===== src/rtl/sapq_pkg.sv =====
package sapq_pkg;

  localparam int CAPACITY = 8;
  localparam int KEY_W = 32;

  localparam logic CMD_INSERT = 1'b0;
  localparam logic CMD_REMOVE = 1'b1;

  localparam logic [1:0] ERR_OK    = 2'd0;
  localparam logic [1:0] ERR_FULL  = 2'd1;
  localparam logic [1:0] ERR_EMPTY = 2'd2;

  typedef logic signed [KEY_W-1:0] key_t;

  // broadcast to every cell for one accepted item
  typedef struct packed {
    logic ins;
    logic rem;
    key_t new_key;
  } cell_ctrl_t;

  // what a cell shows its neighbors this cycle
  typedef struct packed {
    logic occ;
    logic lt;
    key_t key;
  } cell_link_t;

  // what a cell will hold after this cycle
  typedef struct packed {
    logic occ;
    key_t key;
  } cell_state_t;

  localparam cell_link_t LEFT_EDGE  = '{occ: 1'b1, lt: 1'b1, key: '0};
  localparam cell_link_t RIGHT_EDGE = '{occ: 1'b0, lt: 1'b0, key: '0};

endpackage


===== src/rtl/sapq_cell.sv =====
module sapq_cell import sapq_pkg::*; (
  input  logic        clk,
  input  logic        rst,
  input  cell_ctrl_t  ctrl,
  input  cell_link_t  left,
  input  cell_link_t  right,
  output cell_link_t  self_link,
  output cell_state_t nxt
);

  logic occ;
  key_t key;
  logic lt;

  // cell 0 holds the minimum; occupied cells ascend toward the far end
  assign lt = occ && (key < ctrl.new_key);

  assign self_link = '{occ: occ, lt: lt, key: key};

  always_comb begin
    nxt.occ = occ;
    nxt.key = key;
    if (ctrl.ins) begin
      nxt.occ = occ | left.occ;
      if (!lt) begin
        if (left.lt) begin
          nxt.key = ctrl.new_key;
        end else begin
          nxt.key = left.key;
        end
      end
    end else if (ctrl.rem) begin
      nxt.occ = right.occ;
      nxt.key = right.key;
    end
  end

  always_ff @(posedge clk) begin
    if (rst) begin
      occ <= 1'b0;
    end else begin
      occ <= nxt.occ;
    end
  end

  always_ff @(posedge clk) begin
    key <= nxt.key;
  end

endmodule


===== src/rtl/sorted_array_priority_queue_core.sv =====
// Each accepted item's result is registered at the output in the next cycle.
// Throughput: one item per cycle unless stalled; every cell compares and shifts in the same cycle.
// A result waiting under out_stall holds in_stall high until it is taken.
// Reset: synchronous, active high; clears all occupancy bits and the output valid.
// Stored keys have no reset and are only read once occupied.
module sorted_array_priority_queue_core import sapq_pkg::*; (
  input  logic        clk,
  input  logic        rst,
  input  logic        in_valid,
  output logic        in_stall,
  input  logic        command,
  input  logic signed [31:0] key_value,
  output logic        out_valid,
  input  logic        out_stall,
  output logic signed [31:0] removed_key,
  output logic        removed_valid,
  output logic signed [31:0] min_key,
  output logic        is_empty,
  output logic        is_full,
  output logic [1:0]  error_code
);

  cell_ctrl_t  ctrl;
  cell_link_t  lnk     [CAPACITY];
  cell_link_t  left_in [CAPACITY];
  cell_link_t  right_in[CAPACITY];
  cell_state_t nx      [CAPACITY];

  logic accept;
  logic cur_empty;
  logic cur_full;
  logic [1:0] err_next;

  assign in_stall  = out_valid && out_stall;
  assign accept    = in_valid && !in_stall;
  assign cur_empty = !lnk[0].occ;
  assign cur_full  = lnk[CAPACITY-1].occ;

  assign ctrl.ins     = accept && (command == CMD_INSERT) && !cur_full;
  assign ctrl.rem     = accept && (command == CMD_REMOVE) && !cur_empty;
  assign ctrl.new_key = key_value;

  for (genvar i = 0; i < CAPACITY; i++) begin : g_cell
    if (i == 0) begin : g_l_edge
      assign left_in[i] = LEFT_EDGE;
    end else begin : g_l_link
      assign left_in[i] = lnk[i-1];
    end
    if (i == CAPACITY-1) begin : g_r_edge
      assign right_in[i] = RIGHT_EDGE;
    end else begin : g_r_link
      assign right_in[i] = lnk[i+1];
    end
    sapq_cell u_cell (
      .clk       (clk),
      .rst       (rst),
      .ctrl      (ctrl),
      .left      (left_in[i]),
      .right     (right_in[i]),
      .self_link (lnk[i]),
      .nxt       (nx[i])
    );
  end

  always_comb begin
    err_next = ERR_OK;
    if (command == CMD_INSERT && cur_full) begin
      err_next = ERR_FULL;
    end else if (command == CMD_REMOVE && cur_empty) begin
      err_next = ERR_EMPTY;
    end
  end

  always_ff @(posedge clk) begin
    if (rst) begin
      out_valid <= 1'b0;
    end else if (accept) begin
      out_valid <= 1'b1;
    end else if (!out_stall) begin
      out_valid <= 1'b0;
    end
  end

  always_ff @(posedge clk) begin
    if (accept) begin
      removed_key   <= ctrl.rem ? lnk[0].key : '0;
      removed_valid <= ctrl.rem;
      min_key       <= nx[0].occ ? nx[0].key : '0;
      is_empty      <= !nx[0].occ;
      is_full       <= nx[CAPACITY-1].occ;
      error_code    <= err_next;
    end
  end

endmodule


===== config.mk =====
export PLATFORM = sky130hd
export DESIGN_NAME = sorted_array_priority_queue_core
export DESIGN_NICKNAME = d
export VERILOG_FILES = /design/src/rtl/sapq_pkg.sv /design/src/rtl/sapq_cell.sv /design/src/rtl/sorted_array_priority_queue_core.sv
export SDC_FILE = /design/constraint.sdc
export NUM_CORES = 1
export LEC_CHECK = 0
export BUFFER_PORTS_ARGS = -buffer_cell sky130_fd_sc_hd__buf_2
export CAP_MARGIN = 20
export CORE_MARGIN = 10
export CORE_UTILIZATION = 48
export CTS_CLUSTER_SIZE = 10
export DETAILED_ROUTE_END_ITERATION = 8
export PLACE_DENSITY = 0.74
export SYNTH_ARGS = -nofsm -noshare
export SYNTH_HDL_FRONTEND = slang
export SYNTH_HIERARCHICAL = 1
export SYNTH_SLANG_ARGS = --single-unit

===== constraint.sdc =====
create_clock -name clk -period 6.3 [get_ports clk]
set_input_delay 0.945 -clock clk [delete_from_list [all_inputs] [get_ports clk]]
set_output_delay 0.945 -clock clk [all_outputs]
set_load 0.01 [all_outputs]

==> summary.txt, run 1 <==
status: finished clean
CTS resizes: 0
vias in the first global route: 21.0k
Final Util: 0.523
global route total overflow: 0
final setup margin: 2160 ps
Longest Clk Path Bufs: 3
Starting Density: 0.484
P&R area growth vs syn: 8.20%
Final Cycle Share: 0.657
RSZ-0062 raised after global routing: false
ANT cells: 0
core area: 53700 sq um
dpl hpwl: 47500 um
DR pass1 iterations: 5
Fmax achieved: 0.242 GHz
drt initial violations: 1694
Pwr Density: 348 nW/um^2
CP endpoint kind: flip-flop
nets: 3253
clk slew on worst S/H paths: 60 ps
Hold-fix buffers, CTS: 0
antenna-violating nets left: 0
Vias/cell: 5.86
I/O Buffers: 107
setup bufs post-CTS: 0
layout cells sized above 1: 0.152
Remaining DRCs: 0
clock sinks: 334
initial antenna violation count: 4
slew margin rel.: 0.363
max-cap violation count: 0
Mapped Area: 26000 sq um
Worst EP required: 6760 ps
Leakage: 11.4 nW
Ports: 108
total wire length: 66500 um
GRT Total Usage: 0.203
Crit Path Class: input pin to flip-flop
clk_skew: 22.5 ps
worst slew pin tran: 936 ps
Placement Setup Slack: 1620 ps
via count: 21.6k
GPL Wtd Cong: 0.857
total CTS buffers: 41
global-route wire length before repair: 109000 um
peak supply drop: 0.210 mV
Post-DP Area: 26800 sq um
worst hold path class: flip-flop to flip-flop
Hold WS: 514 ps
CTS tree: built
gate count of the mapped netlist: 2917
Mean Syn Cell Area: 8.91 sq um
CP Launch Type: input pin
root buffer cell: clkbuf_16
Setup TNS: 0 ps
worst-path maximum fanout: 64
Syn. warnings: 6
Die Width: 253 um
Die Height: 253 um
Slew Viols, Final: 0
Final Hold Viols: 0
Final Cell Area: 28100 sq um
Rows: 85
Routed wire per std cell: 18.0 um
Skew-Pair Late Insertion Delay: 580 ps
H-tree Lvls: 2
setup violators final: 0
CP arrival: 4600 ps
Period minus WS final: 4140 ps
largest net degree at the start of global routing: 121
DIE AREA: 63800 sq um
[path summary, 6_finish.rpt]
path / slack (ps) / endpoint / from / depth (start not counted)
max: 2160 / g_cell[2].u_cell/key[9] / key_value[31] / 13
min reg2reg: 510 / out_valid / out_valid / 2
max reg2reg: 2530 / g_cell[1].u_cell/key[0] / g_cell[0].u_cell/key[2] / 11
min: 510 / out_valid / out_valid / 2
[cell usage in the layout (no fill, tap or decap), types with 9 or more instances in the layout]
master and count:
nor2b_1 54, inv_1 279, ha_1 248, nand4_1 63, mux2_2 21, nand3_1 23
a21oi_1 131, clkbuf_16 42, o221ai_1 21, nand2_1 509, a211o_1 44, nor2_1 106
conb_1 67, o21a_1 9, buf_2 107, o221a_2 198, nand2b_1 14, dfxtp_1 265
and4_1 14, edfxtp_1 69, o221a_1 51, mux2i_1 422, buf_4 26, o21ai_0 40
a211oi_1 9, clkbuf_1 16, and2_1 33
[state kept, by name, indices dropped and copies added (netlist names)]
| name | flops |
|---|---|
| removed_key | 32 |
| is_empty | 1 |
| g_cell.u_cell/key | 256 |
| g_cell.u_cell/occ | 8 |
| removed_valid | 1 |
| out_valid | 1 |
| min_key | 32 |
| error_code | 2 |
| is_full | 1 |
[stage by stage]
stage | std cells | power [mW]
after CTS | 3681 | 9.79
final | 3688 | 9.77
after floorplan | 2982 | 6.50
after global routing | 3688 | 10.5
after global placement | 3614 | 7.42
after detailed placement | 3614 | 7.51
[routing by layer]
layer,up-vias,global-route usage,share of wire
li1,10600,-,-
met1,10500,0.248,0.44
met2,387,0.363,0.50
met3,144,0.0289,0.037
met4,8,0.0592,0.026
met5,-,0,0.00053
[power by group]
part,leakage [nW],internal [mW],switching [mW]
logic,7.94,1.92,1.77
clock network,0.594,1.27,0.959
registers,2.91,2.89,0.950
total,11.4,6.09,3.68
[layout make-up]
cell class              count  area [sq um]
multi-input cells        2164         16600
well taps                 696           871
repair buffers            148          1020
clock buffers              62          1170
fillers                  4878         25600
clock inverters             5          52.6
flip-flops and latches    334          7380
inverters                 279          1050
[worst max-delay path, stage by stage]
cell,delay [ps]
buf_2,290
inv_1,80
ha_1,390
nand4_1,180
or2_2,370
nor3_1,330
and4_4,300
or3_4,150
mux2i_4,200
buf_4,670
mux2i_1,260
nand2_1,100
o221a_2,270
No activity file was read; power rests on OpenSTA's default activity.
==> inputs of run 2 (changes only) <==
ABC_AREA = 1   (was default)
PLACE_DENSITY = 0.73   (was 0.74)
clock period = 4.3 ns   (was 6.3 ns; I/O delays follow)
==> run 2 against run 1 <==
Largest power group is now combinational cells. Clock power grew 51%. Routed wire length grew 9.4%. Via count grew 20%. Die area grew 16%. Clock-buffer cell count grew 9. Global-route usage shrank 1.2 points. Critical path type unchanged. Non-clock buffer count grew 11.
==> summary.txt, run 2 <==
max FFs per register: 256
dpl hpwl: 55200 um
global-route wire length before repair: 121000 um
Rows: 92
Ports: 108
setup bufs post-CTS: 0
status: finished clean
reg2reg setup slack: 1270 ps
clk slew on worst S/H paths: 50 ps
RSZ-0062 raised after global routing: false
max-cap violation count: 0
Remaining DRCs: 0
Fmax achieved: 0.330 GHz
commonest non-fill, non-tap cell in the layout: nand2_1
vias in the first global route: 23.7k
Worst EP required: 4750 ps
CP arrival: 3490 ps
reg-to-reg critical path startpoint: g_cell[4].u_cell/key[5]
biggest regs: g_cell.u_cell/key x256, min_key x32, removed_key x32
nets: 4478
commonest non-fill, non-tap cells in the layout: nand2_1 (670), inv_1 (640), o21ai_0 (535), nand2_2 (367), a21oi_1 (362)
peak supply drop: 0.334 mV
Final Util: 0.501
ANT cells: 0
worst-path maximum fanout: 63
core area: 62900 sq um
Die Width: 272 um
Setup TNS: 0 ps
Mapped Area: 30400 sq um
setup violators final: 0
Hold WS: 404 ps
highest routed layer: met4
CP endpoint kind: flip-flop
total wire length: 72700 um
Starting Density: 0.483
total CTS buffers: 43
GRT Total Usage: 0.191
metal2 WL: 32200 um
total power: 14.8 mW
Hold-fix buffers, CTS: 0
slew margin rel.: 0.453
Syn. warnings: 6
clock sinks: 334
CTS resizes: 0
antenna-violating nets left: 0
Period minus WS final: 3030 ps
layout cells sized above 1: 0.211
Leakage: 15.1 nW
Final Cell Area: 31500 sq um
worst slew pin tran: 821 ps
Reg2Reg Depth: 18
H-tree Lvls: 2
crit path launch: key_value[5]
P&R area growth vs syn: 3.68%
Routed wire per std cell: 14.3 um
crit path capture: g_cell[5].u_cell/key[10]
Mean Syn Cell Area: 7.20 sq um
CTS tree: built
Pwr Density: 471 nW/um^2
reg2reg end: g_cell[5].u_cell/key[10]
Final Cycle Share: 0.706
Largest Register: g_cell.u_cell/key
wire length on met3: 3270 um
Die Height: 272 um
via count: 26.0k
largest net degree at the start of global routing: 144
Crit Path Class: input pin to flip-flop
initial antenna violation count: 0
worst hold path class: input pin to flip-flop
Longest Clk Path Bufs: 3
I/O Buffers: 107
root buffer cell: clkbuf_16
Post-DP Area: 30200 sq um
Slew Viols, Final: 0
CP Launch Type: input pin
drt initial violations: 1939
global route total overflow: 0
wl on met1: 36300 um
GPL Wtd Cong: 0.855
DIE AREA: 73800 sq um
Skew-Pair Late Insertion Delay: 580 ps
gate count of the mapped netlist: 4221
Final Hold Viols: 0
clk_skew: 16.1 ps
DR pass1 iterations: 5
Vias/cell: 5.13
[run 2: cell type report]
type	count	area (sq um)
Multi-Input combinational cell	3004	18300
Timing Repair Buffer	159	1050
Clock buffer	71	1240
Clock inverter	4	25.0
Fill cell	6198	31400
Inverter	651	2440
Tap cell	846	1060
Sequential cell	334	7380
[run 2: how the worst min path moves through the flow]
stage	start	endpoint	slack, ps	cells after the start
6_report	out_stall	out_valid	400	3
5_1_grt	command	error_code[0]	430	2
4_1_cts	out_stall	out_valid	380	3
3_5_place_dp	g_cell[7].u_cell/key[23]	g_cell[6].u_cell/key[23]	500	2
3_3_place_gp	g_cell[7].u_cell/key[29]	g_cell[6].u_cell/key[29]	500	2
2_1_floorplan	g_cell[7].u_cell/key[0]	g_cell[6].u_cell/key[0]	460	2
[run 2: worst max-delay path, stage by stage]
cell,delay [ps]
buf_2,200
inv_1,90
ha_1,310
a21oi_1,160
nor2_1,60
nor3_2,170
nand2_1,90
nand2_1,60
nand2_1,120
nand2_2,130
nand2_2,70
nand2_4,280
nand3_4,100
inv_1,70
buf_4,450
nand2_1,110
o21ai_0,120
nand2_2,80
nand3_2,80
nand2_2,50
[run 2: power by group]
part | switching, mW | internal (mW) | leakage (nW)
registers | 0.998 | 4.10 | 2.92
clock network | 1.40 | 1.96 | 0.614
logic | 3.98 | 2.38 | 11.6
[run 2: routing by layer]
metal,global-route usage,vias up
met1,0.272,11600
met4,0.0341,0
met3,0.0254,68
li1,-,13900
met2,0.305,459
met5,0,-
[run 2: stage by stage]
step	cells	setup slack [ps]
2_1_floorplan	4286	774
3_5_place_dp	4994	711
5_1_grt	5069	1010
6_report	5069	1270
4_1_cts	5069	1290
3_3_place_gp	4994	735
==> inputs of run 3 (changes only) <==
ABC_AREA = 0   (was 1)
PLACE_DENSITY = 0.74   (was 0.73)
clock period = 2.9 ns   (was 4.3 ns; I/O delays follow)
==> run 3 against run 2 <==
The flow now finishes with violations (negative setup slack). Setup slack worse by 1500 ps. Core utilization up 14 points. Clock power grew 42%. Power grew 70%. Clock skew shrank 1.2 ps. Sequential share of layout area is 2.0 points lower. Critical path depth down 7. Final cell count down 18%. Via count down 7.5%. Critical endpoint is now g_cell[2].u_cell/key[16].
==> summary.txt, run 3 (synthesis results as in run 1) <==
total wire length: 82300 um
global-route wire length before repair: 125000 um
violated checks: negative setup slack
family with the most delay on the worst path: compound AO/OA/AOI/OAI gates
CTS tree: built
nets: 3727
max-cap violation count: 0
Period minus WS final: 3080 ps
Crit Path Class: flip-flop to flip-flop
Pwr Density: 731 nW/um^2
status: finished, violations left
slew margin rel.: 0.643
Longest Clk Path Bufs: 3
GRT Total Usage: 0.236
Final Util: 0.644
Rows: 85
root buffer cell: clkbuf_16
I/O Buffers: 107
Remaining DRCs: 0
total power: 25.3 mW
P&R area growth vs syn: 33.0%
CP endpoint kind: flip-flop
critical path, cell by cell: ha_4 > a211o_1 > a31oi_2 > o221ai_2 > and4_4 > or3_4 > mux2i_4 > buf_12 > buf_12 > buf_4 > buf_16 > buf_4 > o221a_4
largest net degree at the start of global routing: 81
Skew-Pair Late Insertion Delay: 580 ps
drt initial violations: 1979
CP arrival: 3550 ps
Vias/cell: 5.77
commonest non-fill, non-tap cell in the layout: nand2_1
WP buf/inv: 5
clock sinks: 334
Final Cycle Share: 1.06
GPL Wtd Cong: 0.910
DR pass1 iterations: 5
DIE AREA: 63800 sq um
Post-DP Area: 30300 sq um
worst slew pin tran: 536 ps
Slew Viols, Final: 0
biggest regs: g_cell.u_cell/key x256, min_key x32, removed_key x32
peak supply drop: 0.360 mV
commonest non-fill, non-tap cells in the layout: nand2_1 (497), buf_4 (416), mux2i_1 (385), inv_1 (265), dfxtp_1 (240)
RSZ-0062 raised after global routing: true
Slowest-stage cell, CP: or3_4
setup violators final: 206
dpl hpwl: 52600 um
initial antenna violation count: 3
Worst EP required: 3370 ps
Leakage: 14.4 nW
antenna-violating nets left: 0
fillcell total: 3953
Die Height: 253 um
Final Cell Area: 34600 sq um
Die Width: 253 um
Hold-fix buffers, CTS: 0
H-tree Lvls: 2
Largest Register: g_cell.u_cell/key
worst hold path class: input pin to flip-flop
layout cells sized above 1: 0.334
total CTS buffers: 41
clk_skew: 14.9 ps
vias in the first global route: 23.6k
via count: 24.0k
core area: 53700 sq um
final setup margin: -185 ps
Final Hold Viols: 0
worst-path maximum fanout: 6
global route total overflow: 0
Starting Density: 0.484
clk slew on worst S/H paths: 60 ps
CP Launch Type: flip-flop
CP max stage delay: 420 ps
Routed wire per std cell: 19.8 um
max FFs per register: 256
Ports: 108
Fmax achieved: 0.324 GHz
[run 3: cell count changes in the layout (fill, tap and decap cells not counted), moves of 241 or more]
cell     before  now
inv_1       640  265
o21ai_0     535   35
nand2_2     367   11
mux2i_1       8  385
buf_4        42  416
a21oi_1     362  121
[run 3: final timing paths]
kind | startpoint | to | slack, ps | depth (start not counted)
worst max-delay path | g_cell[2].u_cell/key[2] | g_cell[2].u_cell/key[16] | -180 | 13
worst min-delay path | out_stall | out_valid | 130 | 3
worst max register to register | g_cell[2].u_cell/key[2] | g_cell[2].u_cell/key[16] | -180 | 13
worst min register to register | g_cell[7].u_cell/key[31] | g_cell[6].u_cell/key[31] | 520 | 2
[run 3: area by class of cell]
cell class	instances	area, sq um	share of cell area
Multi-Input combinational cell	2164	18200	0.525
Clock inverter	6	37.5	0.00109
Sequential cell	334	7410	0.214
Timing Repair Buffer	622	5850	0.169
Antenna cell	3	7.51	0.000217
Clock buffer	61	1130	0.0327
Inverter	279	1100	0.0318
Tap cell	696	871	0.0252
[run 3: through the flow]
stage          std cells  hold WS, ps  worst slack (ps)  setup TNS, ps
2_1_floorplan       2982          457              -198         -35200
3_3_place_gp        3998          514              -687        -154000
3_5_place_dp        3998          511              -716        -163910
4_1_cts             4137          117             -88.1          -4330
5_1_grt             4165          161              -248         -34180
6_report            4165          128              -185         -17510
[run 3: layer usage]
metal	part of all wire	vias up	track usage
met1	0.42	11400	0.300
met3	0.055	230	0.0284
met4	0.048	0	0.100
met5	0	-	0
met2	0.47	826	0.396
li1	-	11600	-
[run 3: worst register-to-register path: cells and delay by family (launching register included)]
kind,cells,cell delay [ps]
and+or+nand+nor,2,610
buffers and inverters,5,700
AOI/OAI and AO/OA,4,890
adders and majority gates,1,240
DFF,1,330
muxes,1,210
[run 3: report_power, final]
| group | leakage [nW] | switching [mW] | total, mW | internal [mW] |
|---|---|---|---|---|
| Clock | 0.572 | 2.10 | 4.77 | 2.68 |
| Sequential | 2.91 | 1.19 | 7.50 | 6.31 |
| Combinational | 11.0 | 6.15 | 13.0 | 6.83 |
| Total | 14.4 | 9.43 | 25.3 | 15.8 |
[run 3: what timing repair did]
action,in CTS,in global routing
cloned,26,16
pin swaps,62,71
endpoints found under the hold margin,0,0
gates resized for setup,142,203
setup buffers,46,21
endpoints found under the setup margin,251,257
